--- src/hw/rtl/rpd_pkg.sv ---
// ----------------------------------------------------------------------------
// rpd_pkg
// Shared types and constants for the packet-message deframer.
// ----------------------------------------------------------------------------
package rpd_pkg;

  localparam int HDR_BYTES = 44;
  localparam int TYPE_LANE_END = 4;
  localparam int OFFSET_LANE_START = 8;
  localparam int OFFSET_LANE_END = 12;
  localparam int LENGTH_LANE_END = 16;

  localparam logic [31:0] TYPE_PACKET = 32'h0000_0001;
  localparam logic [31:0] TYPE_KEEPALIVE = 32'h0000_0008;
  localparam logic [31:0] PAYLOAD_BIAS = 32'h0000_0008;

  localparam logic [14:0] MAX_FRAME_RESET = 15'd1514;

  localparam logic KIND_FRAME = 1'b0;
  localparam logic KIND_REPLY = 1'b1;

  typedef struct packed {
    logic        valid;
    logic        kind;
    logic [7:0]  payload_byte;
    logic        last_of_frame;
    logic [31:0] reply_request_id;
  } rpd_result_t;

endpackage

--- src/hw/rtl/rpd_parse.sv ---
// ----------------------------------------------------------------------------
// rpd_parse
// Header capture, transfer tracking and per-byte forwarding decision.
// ----------------------------------------------------------------------------
module rpd_parse import rpd_pkg::*; #(
  parameter int XFER_CAP = 16384
) (
  input  logic        clk,
  input  logic        rst,
  input  logic        accept,
  input  logic [7:0]  data_byte,
  input  logic        first_of_transfer,
  input  logic [14:0] transfer_length,
  input  logic [14:0] max_frame_length,
  output rpd_result_t result
);

  localparam int LW = $clog2(XFER_CAP + 1);
  localparam int TW = (LW > 15) ? LW : 15;

  logic [LW-1:0] pos, pos_next;
  logic [LW-1:0] held, held_next;
  logic          discard, discard_next;
  logic [31:0]   msg_code, msg_code_next;
  logic [31:0]   offset, offset_next;
  logic [31:0]   length, length_next;
  logic [33:0]   start, start_next;
  logic          pkt_ok, pkt_ok_next;

  logic [TW-1:0] tlen_ext;
  logic [LW-1:0] held_first;
  logic [LW-1:0] eff_pos;
  logic [LW-1:0] pos_inc;
  logic          eff_disc;
  logic          live;
  logic [TW-1:0] rel_w, len_w, mfl_w;
  logic          in_frame, last, keep;

  always_comb begin
    tlen_ext   = TW'(transfer_length);
    held_first = (tlen_ext > TW'(XFER_CAP)) ? LW'(XFER_CAP) : LW'(tlen_ext);

    eff_pos  = first_of_transfer ? '0 : pos;
    eff_disc = first_of_transfer ? (held_first < LW'(HDR_BYTES)) : discard;
    live     = !eff_disc;
    pos_inc  = eff_pos + LW'(1);

    held_next     = first_of_transfer ? held_first : held;
    msg_code_next = first_of_transfer ? '0 : msg_code;
    offset_next   = first_of_transfer ? '0 : offset;
    length_next   = first_of_transfer ? '0 : length;
    pkt_ok_next   = first_of_transfer ? 1'b0 : pkt_ok;
    start_next    = start;
    pos_next      = eff_pos;
    discard_next  = eff_disc;

    if (live) begin
      if (eff_pos < LW'(TYPE_LANE_END))
        msg_code_next[8*eff_pos[1:0] +: 8] = data_byte;
      else if (eff_pos >= LW'(OFFSET_LANE_START) && eff_pos < LW'(OFFSET_LANE_END))
        offset_next[8*eff_pos[1:0] +: 8] = data_byte;
      else if (eff_pos >= LW'(OFFSET_LANE_END) && eff_pos < LW'(LENGTH_LANE_END))
        length_next[8*eff_pos[1:0] +: 8] = data_byte;

      // data start one byte ahead, bound check on the last header byte
      if (eff_pos == LW'(HDR_BYTES - 2))
        start_next = {2'b00, offset} + {2'b00, PAYLOAD_BIAS};
      if (eff_pos == LW'(HDR_BYTES - 1))
        pkt_ok_next = (msg_code == TYPE_PACKET) && (start >= 34'(HDR_BYTES)) &&
                      ((start + {2'b00, length}) <= 34'(held));

      pos_next     = pos_inc;
      discard_next = (pos_inc >= held_next);
    end

    keep  = (eff_pos == LW'(HDR_BYTES - 1)) && (msg_code == TYPE_KEEPALIVE);
    rel_w = TW'(eff_pos - start[LW-1:0]);
    len_w = TW'(length[LW-1:0]);
    mfl_w = TW'(max_frame_length);
    in_frame = pkt_ok && (eff_pos >= LW'(HDR_BYTES)) && (eff_pos >= start[LW-1:0]) &&
               (rel_w < len_w) && (rel_w < mfl_w);
    last = ((rel_w + TW'(1) == len_w) && (rel_w < mfl_w)) ||
           ((rel_w + TW'(1) == mfl_w) && (rel_w < len_w));

    result = '0;
    if (accept && live) begin
      if (keep) begin
        result.valid            = 1'b1;
        result.kind             = KIND_REPLY;
        result.reply_request_id = offset;
      end else if (in_frame) begin
        result.valid         = 1'b1;
        result.kind          = KIND_FRAME;
        result.payload_byte  = data_byte;
        result.last_of_frame = last;
      end
    end
  end

  always_ff @(posedge clk) begin
    if (rst) begin
      pos     <= '0;
      held    <= '0;
      discard <= 1'b1;
      pkt_ok  <= 1'b0;
    end else if (accept) begin
      pos     <= pos_next;
      held    <= held_next;
      discard <= discard_next;
      pkt_ok  <= pkt_ok_next;
    end
  end

  always_ff @(posedge clk) begin
    if (accept) begin
      msg_code <= msg_code_next;
      offset   <= offset_next;
      length   <= length_next;
      start    <= start_next;
    end
  end

endmodule

--- src/hw/rtl/rndis_packet_deframer_top.sv ---
// ----------------------------------------------------------------------------
// rndis_packet_deframer_top
// Packet-message deframer for a received bulk transfer byte stream.
// ----------------------------------------------------------------------------
// Input channel (in_valid/in_ready) takes one transfer byte per request;
// first_of_transfer marks the first byte and transfer_length is sampled then.
// Output channel (out_valid/out_ready) gives either an ethernet frame byte
// (kind 0, with last_of_frame on the final byte) or a keepalive reply request
// (kind 1, with reply_request_id), at most one per input byte.
// A result appears in the cycle after its byte is accepted.
// Throughput: one byte per cycle unless out_ready stalls; the parse state and
// forwarding decision are evaluated on accept and land in the output register.
// in_ready follows the output register: a new byte is taken while the output
// register is empty or its held result is being taken in the same cycle, so a
// stalled receiver stops the input after one held result.
// cfg_write loads max_frame_length (cfg_data); write it between transfers.
// Reset: output empty, no transfer in progress (bytes ignored until a
// marked first byte), max_frame_length back to 1514.
// ----------------------------------------------------------------------------
module rndis_packet_deframer_top import rpd_pkg::*; #(
  parameter int XFER_CAP = 16384
) (
  input  logic        clk,
  input  logic        rst,
  input  logic        in_valid,
  output logic        in_ready,
  input  logic [7:0]  data_byte,
  input  logic        first_of_transfer,
  input  logic [14:0] transfer_length,
  output logic        out_valid,
  input  logic        out_ready,
  output logic        kind,
  output logic [7:0]  payload_byte,
  output logic        last_of_frame,
  output logic [31:0] reply_request_id,
  input  logic        cfg_write,
  input  logic [14:0] cfg_data
);

  logic [14:0] max_frame_length;
  logic        accept;
  rpd_result_t result;

  assign in_ready = !out_valid || out_ready;
  assign accept   = in_valid && in_ready;

  always_ff @(posedge clk) begin
    if (rst) begin
      max_frame_length <= MAX_FRAME_RESET;
    end else if (cfg_write) begin
      max_frame_length <= cfg_data;
    end
  end

  rpd_parse #(
    .XFER_CAP(XFER_CAP)
  ) u_parse (
    .clk              (clk),
    .rst              (rst),
    .accept           (accept),
    .data_byte        (data_byte),
    .first_of_transfer(first_of_transfer),
    .transfer_length  (transfer_length),
    .max_frame_length (max_frame_length),
    .result           (result)
  );

  always_ff @(posedge clk) begin
    if (rst) begin
      out_valid <= 1'b0;
    end else if (result.valid) begin
      out_valid <= 1'b1;
    end else if (out_ready) begin
      out_valid <= 1'b0;
    end
  end

  always_ff @(posedge clk) begin
    if (result.valid) begin
      kind             <= result.kind;
      payload_byte     <= result.payload_byte;
      last_of_frame    <= result.last_of_frame;
      reply_request_id <= result.reply_request_id;
    end
  end

  a_reply_clean: assert property (@(posedge clk) disable iff (rst)
    out_valid && (kind == KIND_REPLY) |-> (payload_byte == 8'h00) && !last_of_frame)
    else $error("reply request carries frame data");

  a_frame_no_id: assert property (@(posedge clk) disable iff (rst)
    out_valid && (kind == KIND_FRAME) |-> (reply_request_id == 32'h0))
    else $error("frame byte carries a request id");

  a_ready_when_empty: assert property (@(posedge clk) disable iff (rst)
    !out_valid |-> in_ready)
    else $error("input stalled with empty output register");

  a_reset_empty: assert property (@(posedge clk)
    rst |=> !out_valid)
    else $error("output valid after reset");

endmodule
--- config.mk ---
export PLATFORM = sky130hd
export DESIGN_NAME = rndis_packet_deframer_top
export DESIGN_NICKNAME = d
export VERILOG_FILES = /design/src/hw/rtl/rpd_pkg.sv /design/src/hw/rtl/rpd_parse.sv /design/src/hw/rtl/rndis_packet_deframer_top.sv
export SDC_FILE = /design/constraint.sdc
export NUM_CORES = 1
export LEC_CHECK = 0
export BUFFER_PORTS_ARGS = -buffer_cell sky130_fd_sc_hd__buf_2
export CORE_MARGIN = 3
export CORE_UTILIZATION = 60
export DETAILED_ROUTE_END_ITERATION = 8
export MAX_ROUTING_LAYER = met4
export PLACE_DENSITY = 0.78
export SLEW_MARGIN = 20
export SYNTH_ARGS = -nofsm -noshare
export SYNTH_HDL_FRONTEND = slang
export SYNTH_SLANG_ARGS = --single-unit
--- constraint.sdc ---
create_clock -name clk -period 9.65 [get_ports clk]
set_input_delay 0.965 -clock clk [delete_from_list [all_inputs] [get_ports clk]]
set_output_delay 0.965 -clock clk [all_outputs]
set_load 0.02 [all_outputs]
---- Yosys cells after proc, flatten, opt, wreduce, memory -nomap -nowiden ----
Cells that the tools add are included.
cells by class
  equality and inequality tests ........... 6
  shift-type cells ........................ 2
  add/subtract/negate cells ............... 6
  order comparisons ....................... 14
  muxes and demuxes ....................... 31
  bitwise operators ....................... 3
  reduce and logical (&&, ||, !) cells .... 21
operator list
  kind                                                                           count
  32-bit two-way mux                                                             13
  32-bit bitwise mux                                                             3
  15-bit two-way mux                                                             4
  43-bit two-way mux                                                             1
  34-bit by 32-bit adder with 34-bit output                                      1
  34-bit by 6-bit >= comparator with 1-bit output, second input constant         1
  34-bit by 15-bit <= comparator with 1-bit output                               1
  5-bit negator with 34-bit output                                               1
  8-bit by 34-bit variable shift with 32-bit output, first input constant        1
  8-bit by 34-bit variable part select with 32-bit output                        1
  32-bit by 4-bit adder with 33-bit output, second input constant                1
  32-bit by 1-bit equality test with 1-bit output, second input constant         1
  32-bit by 4-bit equality test with 1-bit output, second input constant         1
  15-bit by 1-bit adder with 15-bit output, second input constant                2
  15-bit equality test                                                           2
  15-bit by 6-bit equality test with 1-bit output, second input constant         2
  15-bit >= comparator                                                           2
  15-bit by 4-bit >= comparator with 1-bit output, second input constant         2
  15-bit less-than comparator                                                    2
  15-bit by 6-bit >= comparator with 1-bit output, second input constant         1
  15-bit > comparator, second input constant                                     1
  15-bit by 3-bit less-than comparator with 1-bit output, second input constant  1
  15-bit by 4-bit less-than comparator with 1-bit output, second input constant  1
  15-bit by 5-bit less-than comparator with 1-bit output, second input constant  1
  other kinds (14)                                                               36
word-level totals
  word-level logic and storage cells ...... 97
  flip-flop bits (word level) ............. 220
  output and inout port bits .............. 44

---- Depth between registers and ports, before layout ----
Gate-level depths: netlist of run 1.
  depth after elaboration ................. 10
  mapped depth ............................ 24

---- By module ----
Synthesis of run 1 repeated with hierarchy kept, for this count alone.
second synthesis, totals
  cells, all modules ...................... 1578
  area total of the unflattened synthesis .. 15080.7 µm²
by module, submodules not included
  module                     cells an instance  seq. area each (µm²)  area an instance (µm²)  instances
  rpd_parse                  1482               4514.3                13210.2                 1
  rndis_packet_deframer_top  96                 1581.5                1870.5                  1

---- Worst setup path after synthesis of run 1 ----
OpenSTA, ideal clock, no wires.
  path type ............................... input port to flip-flop
  start point ............................. input port first_of_transfer
  end point ............................... register kind (enable)
  cell stages on the path ................. 21
  buffers on the path ..................... 2
  required time ........................... 9.254 ns
  path slack .............................. 3.029 ns
  arrival time ............................ 6.224 ns
  path through ............................ clkbuf_1 > nand2b_1 > ha_1 > inv_1 > fa_1 > a211oi_2 > o21ai_1 > a41o_1 > nor2_1 > xor2_1 > inv_1 > ha_1 > and4_1 > a211o_1 > a2111oi_2 > o21ai_1 > or4_1 > nor3_2 > buf_4 > nor2_1 > inv_1
RTL lines
  what                    RTL line                         source
  start: declaration      rndis_packet_deframer_top.sv:28  input logic first_of_transfer,
  end signal: assignment  rndis_packet_deframer_top.sv:80  kind <= result.kind;
  end: declaration        rndis_packet_deframer_top.sv:32  output logic kind,

==> metrics.md, run 1 <==
| Metric | Value |
|---|---|
| Outcome | `completed` |
| Synth Area in Compound Gates | `16.5%` |
| Maximum vdd drop | `206 uV` |
| Largest net degree at the start of global routing | `76` |
| CTS buffer count | `25` |
| LEAKAGE | `0.00646 uW` |
| Max FO, Critical Path | `57` |
| Reg2Reg Depth | `20` |
| R2r endpoint | `reply_request_id[29]` |
| CP peak stage delay | `0.77 ns` |
| Total power | `2270 uW` |
| Type of origin of the critical path | `input port` |
| Worst reg2reg path startpoint | `u_parse.pos[0]` |
| DRT iter0 DRCs | `1384` |
| # diodes | `0` |
| H-Tree Depth | `1` |
| Crit. End Element | `flop` |
| Core area | `23900 um2` |
| Fin. Hold Viols | `0` |
| Drt via density | `6.38` |
| Cells after Synth | `1542` |
| Dpl cell area | `15500 um2` |
| Post-Synth XOR/XNOR Area | `6.43%` |
| Seq/Total Area, Yosys | `41.1%` |
| WS Path Type | `in2reg` |
| Mux cell area share after synthesis | `1.90%` |
| WL final | `41100 um` |
| Post-CTS Setup Bufs | `0` |
| Achievable frequency | `0.140 GHz` |
| Fraction of layout cells with a size suffix above 1 | `11.0%` |
| Synth async-reset ratio | `0%` |
| Clock Tree Root | `clkbuf_16` |
| Total gr overflow | `0` |
| Post-layout min period | `7.13 ns` |
| Chip Height | `163 um` |
| Slew HR | `22.8%` |
| Synth Flop Type | `edfxtp_1` |
| Area occupied by multi-input gates | `8210 um2` |
| Clock sink count | `219` |
| Worst Clk Skew | `0.0117 ns` |
| Antenna violations before repair | `0` |
| Max Slew Vio Count | `0` |
| R2R setup slack | `3.24 ns` |
| Crit path required time | `9.80 ns` |
| I/O Pins | `88` |
| Synthesized-area fraction occupied by adder cells | `9.88%` |
| Crit-path slowest cell | `inv_2` |
| Latest clock arrival within the worst-skew pair | `0.54 ns` |
| # DRC | `0` |
| Worst-Margin Slew | `1.16 ns` |
| Hold worst-path end | `u_parse.held[10]` |
| Hold Buf Count CTS | `0` |
| Post-route insts no fill | `1934` |
| Post-Place Cells | `1888` |
| Syn Area/Cell | `9.63 um2` |
| CP Cell Sequence | `buf_4 > nand2b_1 > ha_1 > inv_1 > fa_1 > a211oi_2 > o21ai_1 > a41o_1 > nor2_1 > xor2_1 > inv_1 > ha_1 > and4_1 > a211o_1 > a2111oi_2 > o21ai_1 > or4_1 > nor3_2 > buf_4 > nor2_1 > inv_2` |
| Beginning of the worst hold path | `u_parse.held[10]` |
| CTS max path bufs | `3` |
| Full die area | `26700 um2` |
| Unique cell type count in the Yosys netlist | `80` |
| First-pass GRT wire length | `64100 um` |
| Layout area overhead | `9.87%` |
| Hold-critical path depth | `2` |
| Data arrival, critical path | `7.28 ns` |
| Simple-gate portion of the synthesized area | `20.4%` |
| FF+latch area | `6100 um2` |
| Synthesized net count | `1702` |
| GRT Total Usage | `31.4%` |
| 1st-pass router iterations | `6` |
| Port Buf Inserts | `87` |
| Number of fill cells | `1868` |
| RePlAce Congestion | `1.02` |
| Synth Register Bits | `219` |
| Row cnt | `56` |
| Number of global-route vias before repair | `11.6k` |
| Max Cap Viol | `0` |
| Finish-stage setup viols | `0` |
| Tcrit/Tclk final | `73.9%` |
| RSZ-0062 raised after global routing | `no` |
| Cell Area, Synth | `14800 um2` |
| Hpwl dp | `30400 um` |
| YS warnings | `0` |
| Post-route ant nets | `0` |
| Post_cts resized | `0` |
| Hold Slack | `0.476 ns` |
| Total number of vias | `12.3k` |
| Starting density of the core | `62.1%` |
| Main combinational cell family by area after synthesis | `simple AND/OR/NAND/NOR gates` |
| Cell area after layout | `16300 um2` |
| PwrDens | `139 nW/um2` |
| Reg clk slew, reported paths | `0.06 ns` |
| CTS tree | `done` |
| EDFF count, synth | `171` |
| Nets | `1756` |
| Chip Width | `163 um` |
| Setup TNS | `0 ns` |
| Routed len/inst | `21.3 um` |
| Worst hold-check path type | `reg2reg` |
==> report_power, final <==
| group | internal, uW | switching [uW] |
|---|---|---|
| combinational | 104 | 160 |
| sequential | 1050 | 35.7 |
| clock | 523 | 395 |
| total | 1680 | 590 |
==> metrics by stage <==
stage | utilization (%) | worst slack, ns
5_1_grt | 68.3 | 2.05
4_1_cts | 68.3 | 2.60
3_3_place_gp | 64.9 | 2.24
3_5_place_dp | 64.9 | 2.03
6_report | 68.3 | 2.52
2_1_floorplan | - | 3.03
==> cell type report <==
cell class              count  share of cell area, %
clock buffers              33                   4.35
clock inverters            13                  0.598
inverters                  86                   1.99
multi-input cells        1172                   50.3
flip-flops and latches    219                   37.4
well taps                 319                   2.45
repair buffers             92                   2.91
==> sequential cells by signal, indices dropped and copies added, names as in the netlist, 8 cells and up <==
| register | count |
|---|---|
| u_parse.length | 32 |
| u_parse.pos | 15 |
| u_parse.msg_code | 32 |
| reply_request_id | 32 |
| u_parse.held | 15 |
| payload_byte | 8 |
| u_parse.offset | 32 |
| max_frame_length | 15 |
| u_parse.start | 33 |
==> layer usage <==
metal / share of wire (%) / track usage [%] / wire (um) / vias to the layer above
met2: 45 / 47.5 / 18400 / 592
li1: - / - / - / 5801
met4: 2.3 / 7.11 / 950 / 0
met5: 0 / - / 0 / -
met1: 43 / 44.9 / 17700 / 5880
met3: 9.7 / 5.17 / 3970 / 63
==> synthesized netlist by cell type (4+ instances only) <==
library cell    n  area, um2
a21oi_1        98        490
o211ai_1       14        105
edfxtp_1      171       5130
mux2i_1        27        270
and3_1         17        106
and4_1          6       52.6
nand2_1       138        518
buf_1           4       15.0
ha_1          114       1430
a32o_1         25        250
or4_1           5       37.5
clkbuf_1       60        225
dfxtp_1        48        961
a211oi_1        7       52.6
nand3b_1       75        563
nor4_4          4       85.1
and2_1         46        288
a31oi_1        13       81.3
xor2_2          4       65.1
xor2_1         32        280
inv_1          85        319
nor2b_1        37        231
o21bai_1        8       60.1
xnor2_1        64        561
o21ai_0       126        631
nand3_1        42        210
nor3_1         22        110
o21ai_1         4       20.0
nor4_1         22        138
nand4_1        23        144
nand2b_1       12       75.1
nor2_1         77        289
o2111ai_1       6       52.6
a21o_1         25        188
o21a_1         10       75.1
==> cell usage in the layout (no fill, tap or decap), types with 5 or more instances in the layout <==
master,n
a211oi_1,7
nor2_1,76
o211ai_1,14
nand2b_1,12
o21a_1,10
clkbuf_16,25
and2_1,46
a31oi_1,13
xor2_1,32
clkinv_2,9
ha_1,114
buf_2,86
and3_1,17
dfxtp_1,48
edfxtp_1,171
xnor2_1,64
nand3b_1,75
clkbuf_8,5
nor4_1,22
inv_1,84
nand4_1,23
nor3_1,20
nand2_1,138
o2111ai_1,6
o21bai_1,8
buf_4,6
and4_1,6
nand3_1,42
a32o_1,25
o21ai_0,126
a21o_1,25
nor2b_1,37
or4_1,5
mux2i_1,27
a21oi_1,98
==> how the worst max path moves through the flow <==
stage	startpoint	endpoint	slack, ns	cells past startpoint
after floorplan	first_of_transfer	kind	3.03	21
after global placement	first_of_transfer	last_of_frame	2.24	21
after detailed placement	first_of_transfer	last_of_frame	2.03	21
after CTS	first_of_transfer	reply_request_id[29]	2.60	21
after global routing	first_of_transfer	reply_request_id[29]	2.05	21
final	first_of_transfer	reply_request_id[29]	2.52	21
==> worst max-delay path, delay by kind of cell <==
| family | cells | cell delay, ns |
|---|---|---|
| xor gates and xnor gates | 1 | 0.44 |
| AOI/OAI and AO/OA | 6 | 1.43 |
| and+or+nand+nor | 6 | 1.53 |
| adders and majority gates | 3 | 1.03 |
| buffers and inverters | 5 | 1.83 |
==> kinds of logic (layout without fill, tap and decap cells) <==
group,after synthesis,in the layout
DFF,219,219
muxes,28,28
xor gates and xnor gates,103,103
buffers and inverters,151,224
AOI/OAI and AO/OA,380,380
and+or+nand+nor,545,545
adders and majority gates,116,116
No activity file was read; power rests on OpenSTA's default activity.
==> run 2: changes to the inputs <==
--- a/config.mk
+++ b/config.mk
@@ -7,10 +7,10 @@
 export LEC_CHECK = 0
 export BUFFER_PORTS_ARGS = -buffer_cell sky130_fd_sc_hd__buf_2
 export CORE_MARGIN = 3
-export CORE_UTILIZATION = 60
+export CORE_UTILIZATION = 56
 export DETAILED_ROUTE_END_ITERATION = 8
 export MAX_ROUTING_LAYER = met4
-export PLACE_DENSITY = 0.78
+export PLACE_DENSITY = 0.76
 export SLEW_MARGIN = 20
 export SYNTH_ARGS = -nofsm -noshare
 export SYNTH_HDL_FRONTEND = slang
==> constraint.sdc (replaced) <==
create_clock -name clk -period 6 [get_ports clk]
set_input_delay 0.6 -clock clk [delete_from_list [all_inputs] [get_ports clk]]
set_output_delay 0.6 -clock clk [all_outputs]
set_load 0.02 [all_outputs]
==> run 2 against run 1 <==
Compared with the run above: power rose by 61%; worst hold slack worse by 0.21 ns; via count up 1.5%; sequential power rose by 61%; final area is 1.3% higher.
==> metrics.md, run 2 (synthesis gave the netlist of run 1 again) <==
| Metric | Value |
|---|---|
| Outcome | `completed (unchanged)` |
| Setup TNS | `0 ns (unchanged)` |
| Type of origin of the critical path | `flop (was input port)` |
| Finish-stage setup viols | `0 (unchanged)` |
| Clock Tree Root | `clkbuf_16 (unchanged)` |
| Total gr overflow | `0 (unchanged)` |
| Port Buf Inserts | `87 (unchanged)` |
| CP peak stage delay | `0.53 ns (was 0.77 ns)` |
| RePlAce Congestion | `0.973 (was 1.02)` |
| Hpwl dp | `31800 um (was 30400 um)` |
| Reg clk slew, reported paths | `0.06 ns (about the same)` |
| Starting density of the core | `58.0% (was 62.1%)` |
| Core area | `25600 um2 (was 23900 um2)` |
| Grt met2 use | `43.7% (was 47.5%)` |
| Biggest register | `u_parse.start (unchanged)` |
| Post-route ant nets | `0 (unchanged)` |
| Total number of vias | `12.5k (was 12.3k)` |
| Chip Width | `169 um (was 163 um)` |
| Dpl cell area | `15700 um2 (was 15500 um2)` |
| DRT iter0 DRCs | `1520 (was 1384)` |
| Row cnt | `58 (was 56)` |
| Number of global-route vias before repair | `11.8k (was 11.6k)` |
| I/O Pins | `88 (unchanged)` |
| Max Slew Vio Count | `0 (unchanged)` |
| CTS buffer count | `24 (was 25)` |
| First-pass GRT wire length | `65900 um (was 64100 um)` |
| Clock sink count | `219 (unchanged)` |
| CTS tree | `done (unchanged)` |
| PwrDens | `221 nW/um2 (was 139 nW/um2)` |
| H-Tree Depth | `1 (unchanged)` |
| Hold Buf Count CTS | `0 (unchanged)` |
| # DRC | `0 (unchanged)` |
| WL final | `42100 um (was 41100 um)` |
| Post-CTS Setup Bufs | `0 (unchanged)` |
| Chip Height | `169 um (was 163 um)` |
| Busiest grt layer | `met2 (unchanged)` |
| RSZ-0062 raised after global routing | `no (unchanged)` |
| Post_cts resized | `0 (unchanged)` |
| Crit-path slowest cell | `or4_1 (was inv_2)` |
| CP bufs+invs | `4 (was 5)` |
| 1st-pass router iterations | `5 (was 6)` |
| Worst Clk Skew | `0.0129 ns (was 0.0117 ns)` |
| Crit. End Element | `flop (unchanged)` |
| Routed len/inst | `21.4 um (was 21.3 um)` |
| Max FO, Critical Path | `27 (was 57)` |
| Most frequent cells in the layout | `edfxtp_1, nand2_1, o21ai_0 (unchanged)` |
| Commonest non-fill, non-tap cell in the layout | `edfxtp_1 (unchanged)` |
| Grt met1 use | `43.5% (was 44.9%)` |
| Data arrival, critical path | `5.74 ns (was 7.28 ns)` |
| Achievable frequency | `0.182 GHz` |
| Full die area | `28500 um2 (was 26700 um2)` |
| CP Cell Sequence | `nand2b_1 > ha_1 > inv_1 > fa_1 > a211oi_2 > o21ai_1 > a41o_1 > o41ai_1 > o21bai_1 > a21oi_1 > xnor2_1 > ha_1 > a21oi_1 > o21ai_1 > or4_1 > nor3_2 > buf_4 > nor2_1 > clkinvlp_4 > buf_12 (was buf_4 > nand2b_1 > ha_1 > inv_1 > fa_1 > a211oi_2 > o21ai_1 > a41o_1 > nor2_1 > xor2_1 > inv_1 > ha_1 > and4_1 > a211o_1 > a2111oi_2 > o21ai_1 > or4_1 > nor3_2 > buf_4 > nor2_1 > inv_2)` |
| Max reg flops | `33 (unchanged)` |
| Grt met3 use | `4.67% (was 5.17%)` |
| # diodes | `0 (unchanged)` |
| Drt via density | `6.35 (was 6.38)` |
| Post-layout min period | `5.50 ns` |
| Crit path required time | `6.24 ns (was 9.80 ns)` |
| WS Path Type | `reg2reg (was in2reg)` |
| Antenna violations before repair | `0 (unchanged)` |
| GRT Total Usage | `29.9% (was 31.4%)` |
| Slew HR | `30.2% (was 22.8%)` |
| Fin. Hold Viols | `0 (unchanged)` |
| Fraction of layout cells with a size suffix above 1 | `11.8% (was 11.0%)` |
| Cell area after layout | `16500 um2 (was 16300 um2)` |
| Nets | `1784 (was 1756)` |
| Maximum vdd drop | `237 uV (was 206 uV)` |
| Worst hold-check path type | `in2reg (was reg2reg)` |
| CTS max path bufs | `3 (unchanged)` |
| Latest clock arrival within the worst-skew pair | `0.55 ns (was 0.54 ns)` |
| Delay-heaviest family, CP | `compound AO/OA/AOI/OAI gates (was buffers and inverters)` |
| Tcrit/Tclk final | `91.7%` |
| Largest net degree at the start of global routing | `106 (was 76)` |
| Max Cap Viol | `0 (unchanged)` |
| Layout area overhead | `11.2% (was 9.87%)` |
| Worst-Margin Slew | `1.05 ns (was 1.16 ns)` |
| LEAKAGE | `0.00656 uW (was 0.00646 uW)` |
==> run 2: changes by cell type in the layout (fill, tap and decap cells not counted), sizes merged <==
cell / delta
inv: -1
clkinvlp: +2
buf: +29
bufinv: +2
clkbuf: -5
==> run 2: final timing paths <==
kind	from	to	slack [ns]	cells after the start
min	cfg_data[8]	max_frame_length[8]	0.27	3
max reg2reg	u_parse.pos[0]	reply_request_id[30]	0.50	20
min reg2reg	u_parse.held[5]	u_parse.held[5]	0.47	2
max	u_parse.pos[0]	reply_request_id[30]	0.50	20
==> run 2: where the power goes <==
part	internal (uW)	switching (uW)
clock	826	639
sequential	1690	54.9
combinational	174	259
==> run 2: routing by layer <==
metal  vias up  routed length (um)  share of wire, %
met5         -                   0                 0
met1      6021               18900                45
met3       104                3750               8.9
li1       5840                   -                 -
met2       553               18200                43
met4         0                1340               3.2
==> run 2: worst min-delay path, stage by stage <==
cell,delay (ns)
buf_2,0.07
nand2_1,0.04
o211ai_1,0.06
==> run 2: final cells by class <==
cell class / instances / area (um2)
inverter: 86 / 329
clock inverter: 16 / 156
fill: 2120 / 9100
multi-input combinational: 1172 / 8200
tap: 330 / 413
clock buffer: 28 / 616
timing repair buffer: 121 / 706
sequential: 219 / 6100
==> run 2: through the flow <==
stage / worst slack (ns) / hold slack [ns] / utilization, % / power [uW] / instances
after detailed placement: 0.0104 / 0.464 / 61.5 / 2200 / 1928
final: 0.500 / 0.271 / 64.5 / 3640 / 1972
after CTS: 0.524 / 0.256 / 64.5 / 3660 / 1972
after global routing: 0.163 / 0.271 / 64.5 / 3770 / 1972
after floorplan: 0.115 / 0.441 / - / 2060 / 1542
after global placement: 0.113 / 0.459 / 61.5 / 2190 / 1928
